[config.mk]
export PLATFORM = sky130hd
export DESIGN_NAME = sah_div
export DESIGN_NICKNAME = d
export VERILOG_FILES = /design/src/rtl/core/softmax_argmax_classifier_head_assert.svh /design/src/rtl/core/sah_pkg.sv /design/src/rtl/core/sah_div.sv
export SDC_FILE = /design/constraint.sdc
export NUM_CORES = 1
export LEC_CHECK = 0
export BUFFER_PORTS_ARGS = -buffer_cell sky130_fd_sc_hd__buf_2
export CORE_UTILIZATION = 45
export CTS_CLUSTER_DIAMETER = 40
export DETAILED_ROUTE_END_ITERATION = 8
export PLACE_DENSITY_LB_ADDON = 0.3
export SETUP_SLACK_MARGIN = 0.4
export SLEW_MARGIN = 20
export SYNTH_ARGS = -nofsm -noshare
export SYNTH_HDL_FRONTEND = slang
export SYNTH_SLANG_ARGS = --single-unit
export TNS_END_PERCENT = 50
[constraint.sdc]
create_clock -name clk -period 4.25 [get_ports clk]
set_input_delay 0.85 -clock clk [delete_from_list [all_inputs] [get_ports clk]]
set_output_delay 0.85 -clock clk [all_outputs]
set_load 0.005 [all_outputs]
[src/rtl/core/softmax_argmax_classifier_head_assert.svh]
// Assertion macros for the classifier head top level.
`ifndef SOFTMAX_ARGMAX_CLASSIFIER_HEAD_ASSERT_SVH
`define SOFTMAX_ARGMAX_CLASSIFIER_HEAD_ASSERT_SVH

`ifndef SYNTHESIS
// A condition that must hold at every clock edge out of reset.
`define SAH_ASSERT_HOLDS(lbl, cond, msg) \
    lbl: assert property (@(posedge clk) disable iff (!rst_n) (cond)) else $error(msg);
// A condition that must hold in the same cycle as its trigger.
`define SAH_ASSERT_IMPLIES(lbl, ante, cons, msg) \
    lbl: assert property (@(posedge clk) disable iff (!rst_n) (ante) |-> (cons)) \
        else $error(msg);
// A condition that must hold in the cycle after its trigger.
`define SAH_ASSERT_NEXT(lbl, ante, cons, msg) \
    lbl: assert property (@(posedge clk) disable iff (!rst_n) (ante) |=> (cons)) \
        else $error(msg);
`else
`define SAH_ASSERT_HOLDS(lbl, cond, msg)
`define SAH_ASSERT_IMPLIES(lbl, ante, cons, msg)
`define SAH_ASSERT_NEXT(lbl, ante, cons, msg)
`endif

`endif

[src/rtl/core/sah_pkg.sv]
// Types, constants and the exponent table for the softmax/argmax classifier head.
package sah_pkg;

    // Field formats.
    localparam int FRAC_BITS   = 12;
    localparam int LOGIT_W     = 16;
    localparam int NUM_CLASSES = 5;
    localparam int CLASS_W     = 3;
    localparam int PROB_W      = 16;

    // Exponential unit.
    localparam int U_W         = LOGIT_W;
    localparam int LOG2E_W     = 17;
    localparam logic [LOG2E_W-1:0] LOG2E_Q16 = 17'd94548;
    localparam int MUL_SHIFT   = 16;
    localparam int Y_W         = U_W + LOG2E_W - MUL_SHIFT;
    localparam int K_W         = Y_W - FRAC_BITS;
    localparam int IDX_BITS    = 4;
    localparam int IPOL_BITS   = FRAC_BITS - IDX_BITS;
    localparam int EXP_W       = 17;
    localparam int DIFF_W      = 12;
    localparam int STEP_FULL_W = DIFF_W + IPOL_BITS;
    localparam int EXP_ZERO_K  = 17;
    localparam int EXP_STAGES  = 3;
    localparam logic [EXP_W-1:0] EXP_ONE = EXP_W'(1) << PROB_W;

    // Sum and divider.
    localparam int SUM_W       = 19;
    localparam int NUM_W       = 2 * PROB_W + 1;
    localparam int DEN_W       = SUM_W;
    localparam int QUO_W       = PROB_W + 1;
    localparam int DIV_STEPS   = QUO_W;
    localparam logic [NUM_W-1:0] NUM_ONE = NUM_W'(1) << (2 * PROB_W);
    localparam logic [SUM_W-1:0] SUM_MIN = SUM_W'(EXP_ONE);
    localparam logic [SUM_W-1:0] SUM_MAX = SUM_W'(NUM_CLASSES) * SUM_W'(EXP_ONE);
    localparam logic [PROB_W-1:0] PROB_MAX = '1;
    localparam logic [QUO_W-1:0]  HALF_CONF = QUO_W'(1) << (PROB_W - 1);

    // Pipeline layout: three front stages, the exponential units, two sum
    // stages, the divider and the output register.
    localparam int SUM_STAGE  = 3 + EXP_STAGES + 1;
    localparam int PIPE_DEPTH = 3 + EXP_STAGES + 2 + DIV_STEPS + 1;
    localparam int NUM_EXP    = NUM_CLASSES + 1;
    localparam int BIN_LANE   = NUM_CLASSES;

    // Per-word side information carried next to the arithmetic.
    typedef struct packed {
        logic [CLASS_W-1:0] best_class;
        logic               negative;
        logic               detected;
    } side_t;

    // round(65536 * 2^(-i/16)) for i from 0 to 16.
    function automatic logic [EXP_W-1:0] pow2_neg(input logic [IDX_BITS:0] idx);
        logic [EXP_W-1:0] val;
        case (idx)
            5'd0:    val = 17'd65536;
            5'd1:    val = 17'd62757;
            5'd2:    val = 17'd60097;
            5'd3:    val = 17'd57549;
            5'd4:    val = 17'd55109;
            5'd5:    val = 17'd52773;
            5'd6:    val = 17'd50535;
            5'd7:    val = 17'd48393;
            5'd8:    val = 17'd46341;
            5'd9:    val = 17'd44376;
            5'd10:   val = 17'd42495;
            5'd11:   val = 17'd40693;
            5'd12:   val = 17'd38968;
            5'd13:   val = 17'd37316;
            5'd14:   val = 17'd35734;
            5'd15:   val = 17'd34219;
            5'd16:   val = 17'd32768;
            default: val = '0;
        endcase
        return val;
    endfunction

endpackage

[src/rtl/core/sah_div.sv]
// Pipelined restoring divider, one quotient bit per stage.
module sah_div (
    input  logic                       clk,
    input  logic                       en,
    input  logic [sah_pkg::NUM_W-1:0]  num,
    input  logic [sah_pkg::DEN_W-1:0]  den,
    output logic [sah_pkg::QUO_W-1:0]  quo
);
    import sah_pkg::*;

    // The top numerator bits are known to be below the divisor, so the
    // partial remainder starts with them and only QUO_W steps remain.
    logic [DEN_W-1:0] rem_reg [DIV_STEPS];
    logic [QUO_W-1:0] low_reg [DIV_STEPS];
    logic [QUO_W-1:0] quo_reg [DIV_STEPS];
    logic [DEN_W-1:0] den_reg [DIV_STEPS];

    for (genvar i = 0; i < DIV_STEPS; i++)
    begin : g_step
        logic [DEN_W-1:0] rem_in;
        logic [QUO_W-1:0] low_in;
        logic [QUO_W-1:0] quo_in;
        logic [DEN_W-1:0] den_in;
        logic [DEN_W:0]   trial;
        logic             take;

        if (i == 0)
        begin : g_first
            assign rem_in = DEN_W'(num[NUM_W-1:QUO_W]);
            assign low_in = num[QUO_W-1:0];
            assign quo_in = '0;
            assign den_in = den;
        end
        else
        begin : g_next
            assign rem_in = rem_reg[i-1];
            assign low_in = low_reg[i-1];
            assign quo_in = quo_reg[i-1];
            assign den_in = den_reg[i-1];
        end

        // Bring down one numerator bit and subtract when it fits.
        assign trial = {rem_in, low_in[QUO_W-1]};
        assign take  = (trial >= {1'b0, den_in});

        always_ff @(posedge clk)
        begin
            if (en)
            begin
                rem_reg[i] <= take ? DEN_W'(trial - {1'b0, den_in}) : trial[DEN_W-1:0];
                low_reg[i] <= {low_in[QUO_W-2:0], 1'b0};
                quo_reg[i] <= {quo_in[QUO_W-2:0], take};
                den_reg[i] <= den_in;
            end
        end
    end

    assign quo = quo_reg[DIV_STEPS-1];

endmodule

; ---- After elaboration in Yosys (flattened, before gate mapping)
; Memory sizes are Yosys's and may differ from the RTL's.
; Index checks and enable logic that the tools add are counted.
[word_totals]
reg_bits = 0
mem_bits_rw = 1207
inputBits = 54
out_inout_bits = 17
wordCells = 57
mem_count = 4
[op_classes]
n_addsub = 17
magnitude_cmp = 17
n_mux = 19
[mem_list]
columns = name, depth, width, read_ports, rd_ports_with_merged_regs, wr, line
row1 = den_reg, 17, 19, 16, 0, 17, sah_div.sv:16  ; logic [DEN_W-1:0] den_reg [DIV_STEPS];
row2 = rem_reg, 17, 19, 16, 0, 17, sah_div.sv:13  ; logic [DEN_W-1:0] rem_reg [DIV_STEPS];
row3 = quo_reg, 17, 17, 17, 0, 17, sah_div.sv:15  ; logic [QUO_W-1:0] quo_reg [DIV_STEPS];
row4 = low_reg, 17, 16, 16, 0, 17, sah_div.sv:14  ; logic [QUO_W-1:0] low_reg [DIV_STEPS];
[ops]
columns = op, n
row1 = 19-bit 2-to-1 mux, 17
row2 = 20-bit by 19-bit greater-or-equal comparator with 1-bit output, 16
row3 = 19-bit subtractor, 16
row4 = 17-bit by 19-bit greater-or-equal comparator with 1-bit output, 1
row5 = 17-bit by 19-bit subtractor with 19-bit output, 1
row6 = 1-bit 2-to-1 mux, 2

; ---- Logic depth before layout (Yosys ltp)
; An unclocked memory read counts as a cell.
[logic_depth]
word_depth = 3
ltp_mapped = 14
mapped_depth_nobuf = 13

; ---- Least setup slack after synthesis
; No wires, ideal clock.
[synth_timing]
kind = in2reg
from = input port den[1] (netlist name)
to = memory rem_reg[0][13] (netlist name) (data pin)
setup_ps = 260
arrival_ps = 3127
t_required_ps = 3990
path_slack_ps = 864
stages = 12
path_buffers = 1
path_cell_list = inv_1 -> ha_1 -> nor2b_1 -> o21ai_0 -> a21boi_0 -> o21ai_0 -> a21oi_1 -> a21bo_2 -> a21o_1 -> a41oi_1 -> buf_2 -> mux2_2
[synth_lines]
columns = element, line
row1 = "start, declared", sah_div.sv:6  ; input logic [sah_pkg::DEN_W-1:0] den,
row2 = "end, declared", sah_div.sv:13

==> flow_metrics.tcl <==
set metrics [dict create \
    slowest_delay_ns 0.43 \
    rows 116 \
    die-area_um2 103000 \
    crit_fanout 20 \
    ant_nets 0 \
    drtPass1Iterations 5 \
    synth.distinct_cells 79 \
    die_y_um 320 \
    start_kind "flop" \
    ctsRootBufferMaster "clkbuf_16" \
    io_pins 71 \
    syn2layout_area_growth_pct 15.5 \
    via_count 27200 \
    synth-simple-area-share_pct 6.95 \
    layout_commonest_cell "edfxtp_1" \
    avgSynthCellArea_um2 12.8 \
    end_kind "flop" \
    synth_edf_count 897 \
    grt_pass1_vias 27900 \
    maxCapViolCount 0 \
    grtUsageTotal_pct 15.1 \
    grt_max_degree 132 \
    finalClockSkew_ns 0.0241 \
    mostFrequentLayoutCells "edfxtp_1 (897), inv_1 (407), ha_1 (321), a21oi_1 (213), nor2_1 (179)" \
    tns_ns 0 \
    max_slew.worst_pin.slew_ns 0.975 \
    grt_antenna_before_repair 0 \
    cp_num_buf_inv 2 \
    hold_violations 0 \
    rsz0062_at_grt "false" \
    via_per_inst 5.19 \
    core_area_um2 100000 \
    tritoncts "built" \
    drcViolationCount 0 \
    seqPwrFrac_pct 34.6 \
    status "completed" \
    setup_viol 0 \
    synth_fa_ha_area_share_pct 9.50 \
    combPwrFrac_pct 36.8 \
    post-route-period-util_pct 86.7 \
    cts_buffers 144 \
    holdCritPathClass "in2reg" \
    grt_pass1_wl_um 127000 \
    cts.path.max_buffers 3 \
    leakage_nw 21.3 \
    synthCells 3557 \
    worst_path_max_delay_cell "a221o_1" \
    crit_family "compound AO/OA/AOI/OAI gates" \
    drive_above_1_share_pct 14.9 \
    htreeDepth 4 \
    timing.fmax_mhz 272 \
    required_ns 4.71 \
    fp.dieW_um 320 \
    path_clk_slew_ns 0.05 \
    dpl_cell_area_um2 48000 \
    peakVddDrop_mv 0.405 \
    final_area_um2 52700 \
    cp_cell_sequence "inv_1, ha_1, fa_1, nor2b_1, o21ai_1, a21boi_1, o41ai_2, a21oi_1, a221o_1, a2111oi_2, o21a_1, buf_8, mux2_2" \
    initial_core_util_pct 45.5 \
    synth_compound_area_share_pct 10.6 \
    slew_viol_final 0 \
    portBuffers 70 \
    slew_headroom_pct 34.2 \
    p_clk_share_pct 28.6 \
    wl_per_cell_um 14.8 \
    routabilityCongestion 0.907 \
    cts_num_sinks 897 \
    insertion_delay_ns 0.72 \
    p_int_mw 26.6 \
    synth-main-ff-cell "edfxtp_1" \
    gr-total-overflow 0 \
    muxShareOfSynthArea_pct 5.54 \
    ys_seq_area_share_pct 59.0 \
    ys_async_sr_fraction_pct 0 \
    layout.nets 4159 \
    dpl.hpwl_um 55500 \
    netlist_area_um2 45600 \
    drt_iter0_drc 1230 \
    p_switching_mw 12.4 \
    synth-warning-count 0 \
    worst-setup-path-type "reg2reg" \
    ys_seq_elements 897 \
    syn_nets 3948 \
    cp.arrival_ns 4.14 \
    wl_um 77400 \
    period_needed_ns 3.68 \
    synth_xor_xnor_area_share_pct 4.55 \
    synth_top_family_by_area "compound AO/OA/AOI/OAI gates" \
    p_per_area_nw_per_um2 740 \
    p_sw_share_pct 31.7 \
    antenna_cells 0 \
]
==> through the flow <==
| stage | total power [mW] | util, % | hold WS (ns) | worst slack, ns | instances |
|---|---|---|---|---|---|
| 2_1_floorplan | 24.8 | - | 0.400 | 0.864 | 3557 |
| 3_3_place_gp | 27.6 | 47.8 | 0.400 | 0.312 | 4978 |
| 3_5_place_dp | 27.9 | 47.8 | 0.405 | 0.277 | 4978 |
| 4_1_cts | 39.4 | 52.5 | 0.240 | 0.479 | 5238 |
| 5_1_grt | 41.5 | 52.5 | 0.257 | 0.405 | 5239 |
| 6_report | 39.0 | 52.5 | 0.298 | 0.567 | 5239 |
==> routing by layer <==
layer | vias to the layer above | part of all wire [%] | wire length [um] | global-route usage, %
li1 | 13600 | - | - | -
met5 | - | 0 | 0 | 0
met4 | 0 | 4.9 | 3760 | 8.84
met3 | 231 | 3.2 | 2470 | 3.08
met1 | 13000 | 35 | 27400 | 13.7
met2 | 405 | 57 | 43800 | 30.3
==> synth_stat cells (16+ instances only) <==
| library cell | instances | area [um^2] |
|---|---|---|
| mux2_4 | 17 | 255 |
| nand4_1 | 38 | 238 |
| nand2b_1 | 37 | 231 |
| mux2i_1 | 27 | 270 |
| o21a_1 | 48 | 360 |
| o21ai_0 | 175 | 876 |
| a21o_1 | 107 | 803 |
| a31oi_1 | 25 | 156 |
| o21bai_1 | 19 | 143 |
| edfxtp_1 | 897 | 26900 |
| inv_1 | 407 | 1530 |
| xor2_1 | 89 | 780 |
| nor3_1 | 58 | 290 |
| o31ai_1 | 17 | 128 |
| xnor2_1 | 148 | 1300 |
| nand3_1 | 48 | 240 |
| or3_1 | 17 | 106 |
| buf_2 | 19 | 95.1 |
| o211ai_1 | 19 | 143 |
| clkbuf_1 | 27 | 101 |
| ha_1 | 321 | 4020 |
| nand2_1 | 151 | 567 |
| nor2_1 | 179 | 672 |
| fa_1 | 16 | 320 |
| mux2_2 | 174 | 1960 |
| and3_1 | 18 | 113 |
| a21oi_1 | 214 | 1070 |
| nor2b_1 | 47 | 294 |
| a21boi_0 | 16 | 120 |
==> worst register-to-register path: cells and delay by family (launching register included) <==
kind	cells	cell delay [ns]
buffers and inverters	2	0.27
AO/OA/AOI/OAI	7	1.96
adder cells (fa/ha/maj)	2	0.41
flip-flops	1	0.37
AND/OR/NAND/NOR	1	0.06
multiplexers	1	0.36
==> kinds of logic after synthesis <==
family          after synthesis
compound gates              752
xor+xnor                    237
fa+ha+maj                   337
buf+inv                     459
flops                       897
mux                         222
simple gates                653
==> worst paths after layout <==
| kind | from | endpoint | slack [ns] | cells past startpoint |
|---|---|---|---|---|
| min | num[11] | low_reg[0][11]$_DFFE_PP_ | 0.30 | 1 |
| max | low_reg[0][15]$_DFFE_PP_ | rem_reg[0][22]$_DFFE_PP_ | 0.57 | 13 |
| max reg2reg | low_reg[0][15]$_DFFE_PP_ | rem_reg[0][22]$_DFFE_PP_ | 0.57 | 13 |
| min reg2reg | low_reg[0][104]$_DFFE_PP_ | low_reg[0][121]$_DFFE_PP_ | 0.40 | 0 |
==> power groups by stage <==
| stage | Clock [mW] | Combinational (mW) | Sequential, mW |
|---|---|---|---|
| 6_report | 11.1 | 14.4 | 13.5 |
| 5_1_grt | 11.9 | 16.0 | 13.7 |
| 4_1_cts | 11.5 | 14.4 | 13.5 |
| 3_5_place_dp | 0 | 14.3 | 13.6 |
| 3_3_place_gp | 0 | 14.0 | 13.6 |
| 2_1_floorplan | 0 | 11.5 | 13.3 |
==> timing repair <==
| item | CTS | global route |
|---|---|---|
| setup buffers | 0 | 1 |
| gates resized for setup | 0 | 5 |
| hold buffers | 0 | 0 |
| endpoints found under the setup margin | 0 | 54 |
==> area by class of cell <==
cell class	instances	area (um^2)
Clock buffer	159	3720
Clock inverter	101	971
Fill cell	8397	47600
Inverter	408	1530
Multi-Input combinational cell	2201	17000
Sequential cell	897	26900
Tap cell	1357	1700
Timing Repair Buffer	116	826
Power figures use the tool's default switching activity.
